**config.mk**
```make
export PLATFORM = sky130hd
export DESIGN_NAME = att_param_scan
export DESIGN_NICKNAME = d
export VERILOG_FILES = /design/src/design/att_pkg.sv /design/src/design/att_param_scan.sv
export SDC_FILE = /design/constraint.sdc
export NUM_CORES = 1
export LEC_CHECK = 0
export BUFFER_PORTS_ARGS = -buffer_cell sky130_fd_sc_hd__clkbuf_2
export CORE_MARGIN = 1
export CORE_UTILIZATION = 50
export CTS_BUF_LIST = sky130_fd_sc_hd__clkbuf_16
export DETAILED_ROUTE_END_ITERATION = 8
export MAX_ROUTING_LAYER = met4
export PLACE_DENSITY = 0.73
export SLEW_MARGIN = 20
export SYNTH_ARGS = -nofsm -noshare
export SYNTH_HDL_FRONTEND = slang
export SYNTH_SLANG_ARGS = --single-unit
```
**constraint.sdc**
```tcl
create_clock -name clk -period 7.2 [get_ports clk]
set_clock_uncertainty 0.1 [all_clocks]
set_input_delay 0.72 -clock clk [delete_from_list [all_inputs] [get_ports clk]]
set_output_delay 0.72 -clock clk [all_outputs]
set_load 0.05 [all_outputs]
```
**src/design/att_pkg.sv**
```systemverilog
// Shared types and constants for the text terminal.
`timescale 1ns / 1ps
package att_pkg;
  localparam int ROWS_DEF   = 25;
  localparam int COLS_DEF   = 80;
  localparam int PDEPTH_DEF = 15;

  localparam int              PARAM_W   = 14;
  localparam logic [13:0]     PARAM_MAX = 14'd9999;

  localparam logic [1:0] CMD_PRINT = 2'd0;
  localparam logic [1:0] CMD_READ  = 2'd1;
  localparam logic [1:0] CMD_TAKE  = 2'd2;
  localparam logic [1:0] CMD_RESET = 2'd3;

  localparam logic [7:0] CH_BS    = 8'h08;
  localparam logic [7:0] CH_TAB   = 8'h09;
  localparam logic [7:0] CH_LF    = 8'h0A;
  localparam logic [7:0] CH_FF    = 8'h0C;
  localparam logic [7:0] CH_CR    = 8'h0D;
  localparam logic [7:0] CH_ESC   = 8'h1B;
  localparam logic [7:0] CH_SPACE = 8'h20;
  localparam logic [7:0] CH_ZERO  = 8'h30;
  localparam logic [7:0] CH_NINE  = 8'h39;
  localparam logic [7:0] CH_SEMI  = 8'h3B;
  localparam logic [7:0] CH_QUES  = 8'h3F;
  localparam logic [7:0] CH_LBRK  = 8'h5B;
  localparam logic [7:0] CH_TILDE = 8'h7E;
  localparam logic [7:0] CH_DEL   = 8'h7F;
  localparam logic [7:0] CH_FIN_LO = 8'h40;
  localparam logic [7:0] CH_A = 8'h41;
  localparam logic [7:0] CH_B = 8'h42;
  localparam logic [7:0] CH_C = 8'h43;
  localparam logic [7:0] CH_D = 8'h44;
  localparam logic [7:0] CH_G = 8'h47;
  localparam logic [7:0] CH_H = 8'h48;
  localparam logic [7:0] CH_J = 8'h4A;
  localparam logic [7:0] CH_K = 8'h4B;
  localparam logic [7:0] CH_F = 8'h66;

  typedef struct packed {
    logic       clear;
    logic       push;
    logic [7:0] data;
    logic       start;
  } scan_ctl_t;

  typedef struct packed {
    logic        busy;
    logic [13:0] p0;
    logic        s0;
    logic [13:0] p1;
    logic        s1;
  } scan_res_t;
endpackage

```
**src/design/att_param_scan.sv**
```systemverilog
// Escape parameter buffer and serial decimal parser, one byte per cycle.
`timescale 1ns / 1ps
module att_param_scan #(
  parameter int PDEPTH = att_pkg::PDEPTH_DEF
) (
  input  logic              clk,
  input  logic              rst_n,
  input  att_pkg::scan_ctl_t ctl,
  output att_pkg::scan_res_t res
);
  import att_pkg::*;

  localparam int CW = $clog2(PDEPTH + 1);
  localparam int IW = $clog2(PDEPTH);

  logic [7:0]    buf_r [PDEPTH];
  logic [CW-1:0] cnt_r, idx_r;
  logic          busy_r, seen_r;
  logic [1:0]    semi_r;
  logic [13:0]   val_r, p0_r, p1_r;
  logic          s0_r, s1_r;

  logic [7:0]  ch;
  logic [17:0] acc;

  assign ch  = buf_r[idx_r[IW-1:0]];
  assign acc = 18'(val_r) * 18'd10 + 18'(ch - CH_ZERO);

  // buffer fill
  always_ff @(posedge clk) begin
    if (!rst_n) begin
      cnt_r <= '0;
    end else if (ctl.clear) begin
      cnt_r <= '0;
    end else if (ctl.push && cnt_r < CW'(PDEPTH)) begin
      cnt_r <= cnt_r + 1'b1;
    end
  end

  always_ff @(posedge clk) begin
    if (ctl.push && !ctl.clear && cnt_r < CW'(PDEPTH)) begin
      buf_r[cnt_r[IW-1:0]] <= ctl.data;
    end
  end

  // serial scan: first two fields kept
  always_ff @(posedge clk) begin
    if (!rst_n) begin
      busy_r <= 1'b0;
    end else if (ctl.start) begin
      busy_r <= 1'b1;
      idx_r  <= '0;
      val_r  <= '0;
      seen_r <= 1'b0;
      semi_r <= 2'd0;
      s0_r   <= 1'b0;
      s1_r   <= 1'b0;
    end else if (busy_r) begin
      if (idx_r == cnt_r) begin
        busy_r <= 1'b0;
        if (semi_r == 2'd0) begin
          p0_r <= val_r;
          s0_r <= seen_r;
        end
        if (semi_r == 2'd1) begin
          p1_r <= val_r;
          s1_r <= seen_r;
        end
      end else begin
        idx_r <= idx_r + 1'b1;
        if (ch >= CH_ZERO && ch <= CH_NINE) begin
          val_r  <= (acc > 18'(PARAM_MAX)) ? PARAM_MAX : acc[13:0];
          seen_r <= 1'b1;
        end else if (ch == CH_SEMI) begin
          if (semi_r == 2'd0) begin
            p0_r <= val_r;
            s0_r <= seen_r;
          end
          if (semi_r == 2'd1) begin
            p1_r <= val_r;
            s1_r <= seen_r;
          end
          if (semi_r != 2'd2) semi_r <= semi_r + 2'd1;
          val_r  <= '0;
          seen_r <= 1'b0;
        end
      end
    end
  end

  assign res = '{busy: busy_r, p0: p0_r, s0: s0_r, p1: p1_r, s1: s1_r};
endmodule

```
==> metrics.md, run 1 <==
| Metric | Value |
|---|---|
| Filler cells | `1392` |
| Core area | `0.0174 mm²` |
| Final worst path period share | `0.783` |
| Crit-path most repeated cell | `a21oi_1` |
| Synth Area per Inst | `13.9 µm²` |
| CP max FO | `19` |
| Slew @ Worst Pin | `0.960 ns` |
| Cts hold-fix bufs | `0` |
| Syn Inst Count | `645` |
| Setup TNS | `0 ns` |
| Clock sinks | `180` |
| Initial core utilization | `0.516` |
| Synth top cells by count | `edfxtp_1 (171), ha_1 (49), nor2_1 (35), a21oi_1 (33), nand2_1 (26)` |
| HPWL after detailed placement | `12300 µm` |
| Drt drc | `0` |
| Final setup fails | `0` |
| Synth area leaders | `edfxtp_1 (57%), ha_1 (6.8%), mux4_2 (4.8%), dfxtp_1 (2.0%), xnor2_1 (1.9%)` |
| Unrepaired setup endpoints after global routing | `false` |
| Worst hold slack | `0.428 ns` |
| Vias in the first global route | `5435` |
| Worst VDD drop | `0.186 mV` |
| Slowest CP cell | `dfxtp_1` |
| Max-cap viol count | `0` |
| Sequential share of the synthesized area | `0.592` |
| Fin nets | `750` |
| Highest clock rate | `0.177 GHz` |
| Syn_nets | `709` |
| Area grow syn2layout | `10.9%` |
| Row cnt | `48` |
| Outcome | `complete, no violations` |
| Htree depth | `4` |
| Global-route wire length before repair | `28400 µm` |
| Largest net degree at the start of global routing | `33` |
| GRT Total Usage | `0.213` |
| CTS root buf | `clkbuf_16` |
| Cell variety after synth | `66` |
| Vias | `5426` |
| Routed wire length | `17400 µm` |
| Synth Flop Type | `edfxtp_1` |
| Die height | `136 µm` |
| Top delay family on crit path | `compound AO/OA/AOI/OAI gates` |
| Slowest stage delay, CP | `0.91 ns` |
| Final RePlAce weighted congestion | `0.854` |
| Drt pass-1 iters | `5` |
| Clock buffer depth | `2` |
| Post-Syn Area | `0.00898 mm²` |
| IO Port Bufs | `43` |
| Critical Path Source Type | `flop` |
| CTS tree | `done` |
| Wire length per cell | `18.9 µm` |
| HP Class | `reg2reg` |
| Register bit total from synthesis | `180` |
| Leakage power | `3.68 nW` |
| Die area | `0.0185 mm²` |
| GR Overflow Total | `0` |
| Post-CTS Setup Bufs | `0` |
| CTS buffer count | `17` |
| Worst path required time | `7.27 ns` |
| Ys async rst share | `0` |
| I/O pin count | `44` |
| Critical path data arrival time | `5.70 ns` |
| Share of cells above drive strength 1 | `0.177` |
| Die width | `136 µm` |
| Antenna viol nets, final | `0` |
| FF/Latch Area | `0.00532 mm²` |
| Diodes inserted | `0` |
| Initial drt markers | `422` |
| Slew Limit Fails | `0` |
| Cell taking the most area after synthesis | `edfxtp_1` |
| Most common cell in the netlist | `edfxtp_1` |
| Via density | `5.87` |
| Slew margin rel. | `0.358` |
| Final Hold Fails | `0` |
| Total number of yosys warnings | `0` |
| Post_cts resized | `0` |
| Clk slew on worst S/H paths | `0.07 ns` |
| Number of antenna violations at the first check in global routing | `0` |
| Area of the multi-input gates | `0.00338 mm²` |
| Clk_lat worst skew | `0.44 ns` |
| Final min period | `5.63 ns` |
| Critical path buffers and inverters | `0` |
| Crit-path cells | `mux4_2 -> o22ai_1 -> a31oi_1 -> or2_1 -> nor2_1 -> ha_1 -> nor4b_1 -> a21oi_1 -> o311ai_0 -> a311oi_1 -> a2111oi_0 -> o31ai_1 -> nor4b_4 -> a21oi_1` |
| Path type of the worst setup path | `reg2reg` |
| Endpoint class of the critical path | `flop` |
| Post-synth EDFFs | `171` |
| PD cells | `275 mW/mm²` |
| Area fraction of the dominant cell type after synthesis | `0.572` |
==> power by group <==
| group | switching, mW | leakage, nW | internal [mW] |
|---|---|---|---|
| sequential | 0.0300 | 1.63 | 1.16 |
| clock | 0.443 | 0.285 | 0.464 |
| combinational | 0.377 | 1.76 | 0.263 |
==> final timing paths <==
path | startpoint | endpoint | slack, ns | depth (start not counted)
max | flop | val_r[9]$_SDFFCE_PN0P_ | 1.57 | 14
min | val_r[0]$_SDFFCE_PN0P_ | p1_r[0]$_DFFE_PP_ | 0.43 | 0
max reg2reg | flop | val_r[9]$_SDFFCE_PN0P_ | 1.57 | 14
min reg2reg | val_r[0]$_SDFFCE_PN0P_ | p1_r[0]$_DFFE_PP_ | 0.43 | 0
==> final cells by class <==
type / count / area share
repair buffers: 53 / 0.0291
flip-flops and latches: 180 / 0.534
well taps: 225 / 0.0282
inverters: 27 / 0.0102
clock buffers: 17 / 0.0427
clock inverters: 15 / 0.0167
multi-input cells: 407 / 0.339
==> flip-flops by register name, summed over array words and instances, names as in the netlist, named ones only <==
name / count
buf_r: 120
p0_r: 14
p1_r: 14
val_r: 14
cnt_r: 4
idx_r: 4
semi_r: 2
busy_r: 1
s0_r: 1
s1_r: 1
seen_r: 1
==> kinds of logic (layout without fill, tap and decap cells) <==
kind of cell               after synthesis  in the layout  synth area share
DFF                                    180            180             0.592
AOI/OAI and AO/OA                      119            119            0.0847
and+or+nand+nor                        161            161            0.0975
buffers and inverters                   58            112            0.0324
adders and majority gates               51             51            0.0727
muxes                                   47             47            0.0912
xor gates and xnor gates                29             29            0.0299
==> layout by cell type, fill, tap and decap left out, types with 5 or more instances in the layout <==
cell type | Yosys | final
a21o_1 | 12 | 12
a21oi_1 | 33 | 33
a31oi_1 | 10 | 10
and3_1 | 6 | 6
buf_4 | 3 | 10
clkbuf_16 | 0 | 17
clkbuf_2 | 0 | 43
clkinv_8 | 0 | 5
dfxtp_1 | 9 | 8
edfxtp_1 | 171 | 171
ha_1 | 49 | 49
inv_1 | 25 | 25
inv_6 | 0 | 5
mux2_1 | 5 | 5
mux2_2 | 6 | 6
mux2i_1 | 11 | 11
mux4_1 | 6 | 6
mux4_2 | 19 | 19
nand2_1 | 26 | 26
nand2b_1 | 23 | 23
nand3_1 | 16 | 16
nor2_1 | 35 | 35
nor2b_1 | 13 | 13
nor3_1 | 11 | 10
o211ai_1 | 12 | 12
o21ai_0 | 19 | 18
o22ai_1 | 7 | 7
xnor2_1 | 20 | 20
xor2_1 | 8 | 8
==> metrics by stage <==
stage          std cells  setup WS (ns)   util  power, mW  cell area (µm²)
2_1_floorplan        645           2.64      -       1.71             8980
3_5_place_dp         892           1.51  0.538       1.85             9370
3_3_place_gp         892           1.67  0.538       1.83             9370
5_1_grt              924           1.12  0.572       2.86             9970
4_1_cts              924           1.47  0.572       2.75             9960
6_report             924           1.57  0.572       2.74             9970
==> worst reg2reg max path, cell delays in order (launching register included) <==
cell and delay [ns]:
dfxtp_1 0.91, mux4_2 0.60, o22ai_1 0.26, a31oi_1 0.08, or2_1 0.32, nor2_1 0.63, ha_1 0.44, nor4b_1 0.18
a21oi_1 0.13, o311ai_0 0.14, a311oi_1 0.38, a2111oi_0 0.13, o31ai_1 0.50, nor4b_4 0.46, a21oi_1 0.13
==> layer usage <==
| metal | vias to the layer above | wire length [µm] | track usage |
|---|---|---|---|
| met5 | - | 0 | - |
| met3 | 29 | 764 | 0.0365 |
| met1 | 2677 | 7420 | 0.264 |
| li1 | 2564 | - | - |
| met2 | 156 | 8920 | 0.349 |
| met4 | 0 | 346 | 0.0796 |
Note: power is estimated with default switching activity, not from simulation.
==> run 2, diff against run 1 <==
clock period = 5.2 ns   (was 7.2 ns; I/O delays follow)
==> run 2 against run 1 <==
Compared with the run above:
- non-clock buffer count grew 10
- highest routed layer unchanged
- sequential power is 38% higher
- via count up 0.13%
- critical path type unchanged
==> metrics.md, run 2 (synthesized netlist as in run 1, its figures left out) <==
| Metric | Value |
|---|---|
| Critical path data arrival time | `4.91 ns` |
| Post_cts resized | `0` |
| Critical path buffers and inverters | `1` |
| HP Class | `in2reg` |
| GRT Total Usage | `0.213` |
| Clk slew on worst S/H paths | `0.07 ns` |
| Outcome | `complete, no violations` |
| Crit-path cells | `ha_1 -> ha_1 -> inv_1 -> fa_1 -> nor2b_1 -> o21ai_0 -> a21boi_1 -> o21ai_1 -> a21oi_2 -> o21a_1 -> nor2_1 -> xnor2_1 -> ha_1 -> a21oi_1 -> nor2b_1 -> o21ai_0 -> and3_1 -> xor3_1 -> nor4b_4 -> a21oi_1` |
| Unrepaired setup endpoints after global routing | `false` |
| Htree depth | `4` |
| Final Hold Fails | `0` |
| Final RePlAce weighted congestion | `0.917` |
| Routed wire length | `17700 µm` |
| Slowest stage delay, CP | `0.49 ns` |
| Worst setup startpoint | `val_r[1]$_SDFFCE_PN0P_` |
| I/O pin count | `44` |
| HPWL after detailed placement | `12400 µm` |
| Worst VDD drop | `0.285 mV` |
| Die height | `136 µm` |
| PD cells | `391 mW/mm²` |
| Drt drc | `0` |
| Number of antenna violations at the first check in global routing | `0` |
| Worst hold slack | `0.281 ns` |
| Worst path required time | `5.27 ns` |
| Vias | `5433` |
| Initial core utilization | `0.516` |
| Initial drt markers | `461` |
| Area grow syn2layout | `12.5%` |
| Final setup fails | `0` |
| Largest net degree at the start of global routing | `21` |
| Critical Path Source Type | `flop` |
| Final min period | `4.83 ns` |
| Clock buffer depth | `2` |
| Die width | `136 µm` |
| Diodes inserted | `0` |
| Slew @ Worst Pin | `0.858 ns` |
| Final worst path period share | `0.930` |
| Reg2Reg Launch Point | `val_r[1]$_SDFFCE_PN0P_` |
| Clk_lat worst skew | `0.44 ns` |
| Slowest CP cell | `nor4b_4` |
| Max-cap viol count | `0` |
| Highest clock rate | `0.207 GHz` |
| Crit-path most repeated cell | `ha_1` |
| Global-route wire length before repair | `28300 µm` |
| GR Overflow Total | `0` |
| Endpoint class of the critical path | `flop` |
| IO Port Bufs | `43` |
| Wire length per cell | `18.9 µm` |
| Row cnt | `48` |
| Fin nets | `760` |
| Slew Limit Fails | `0` |
| CP max FO | `8` |
| Path type of the worst setup path | `reg2reg` |
| Clock sinks | `180` |
| Share of cells above drive strength 1 | `0.192` |
| Via density | `5.82` |
| Cts hold-fix bufs | `0` |
| Setup TNS | `0 ns` |
| Die area | `0.0185 mm²` |
| Top delay family on crit path | `compound AO/OA/AOI/OAI gates` |
| Leakage power | `3.76 nW` |
| Min-delay src | `ctl[9]` |
| Commonest cells after routing, fill and taps aside | `edfxtp_1 (171), ha_1 (49), clkbuf_2 (43)` |
| CTS tree | `done` |
| Largest register FFs | `120` |
| Post-CTS Setup Bufs | `0` |
| Drt pass-1 iters | `5` |
| Commonest non-fill, non-tap cell in the layout | `edfxtp_1` |
| Slew margin rel. | `0.426` |
| Antenna viol nets, final | `0` |
| Vias in the first global route | `5453` |
| CTS root buf | `clkbuf_16` |
| Core area | `0.0174 mm²` |
| CTS buffer count | `17` |
[run 2: worst min-delay path, delay by kind of cell]
family	cells	cell delay [ns]
buf+inv	1	0.11
simple gates	1	0.08
compound gates	1	0.06
[run 2: final timing paths]
kind,cells after the start,slack [ns],end
setup / recovery,20,0.37,val_r[1]$_SDFFCE_PN0P_
hold / removal,3,0.28,cnt_r[2]$_SDFFE_PP0P_
setup reg to reg,20,0.37,val_r[1]$_SDFFCE_PN0P_
hold reg to reg,0,0.44,p1_r[0]$_DFFE_PP_
[run 2: area by class of cell]
cell class                      instances  area [µm²]
Tap cell                              225         282
Sequential cell                       180        5320
Fill cell                            1364        7310
Inverter                               27         101
Clock inverter                         15         229
Timing Repair Buffer                   63         365
Clock buffer                           17         425
Multi-Input combinational cell        407        3390
[run 2: layer usage]
| layer | wire length (µm) | vias to the layer above | share of wire | global-route usage |
|---|---|---|---|---|
| met5 | 0 | - | 0 | - |
| met4 | 461 | 0 | 0.026 | 0.0870 |
| met3 | 705 | 42 | 0.040 | 0.0362 |
| met2 | 9000 | 153 | 0.51 | 0.360 |
| met1 | 7510 | 2666 | 0.42 | 0.251 |
| li1 | - | 2572 | - | - |
[run 2: per-stage QoR]
step | power (mW) | instances | util | cell area (µm²) | setup WS, ns
finish | 3.96 | 934 | 0.581 | 10100 | 0.366
global route | 4.12 | 934 | 0.581 | 10100 | 0.0169
CTS | 3.95 | 934 | 0.580 | 10100 | 0.0732
detailed placement | 2.58 | 902 | 0.542 | 9440 | 0.0855
global placement | 2.56 | 902 | 0.542 | 9440 | 0.136
floorplan | 2.37 | 645 | - | 8980 | 0.642
[run 2: power by group]
part           internal [mW]  switching, mW  leakage, nW  total [mW]
clock                  0.751          0.637        0.317        1.39
sequential              1.61         0.0330         1.63        1.64
combinational          0.393          0.538         1.81       0.930
total                   2.75           1.21         3.76        3.96
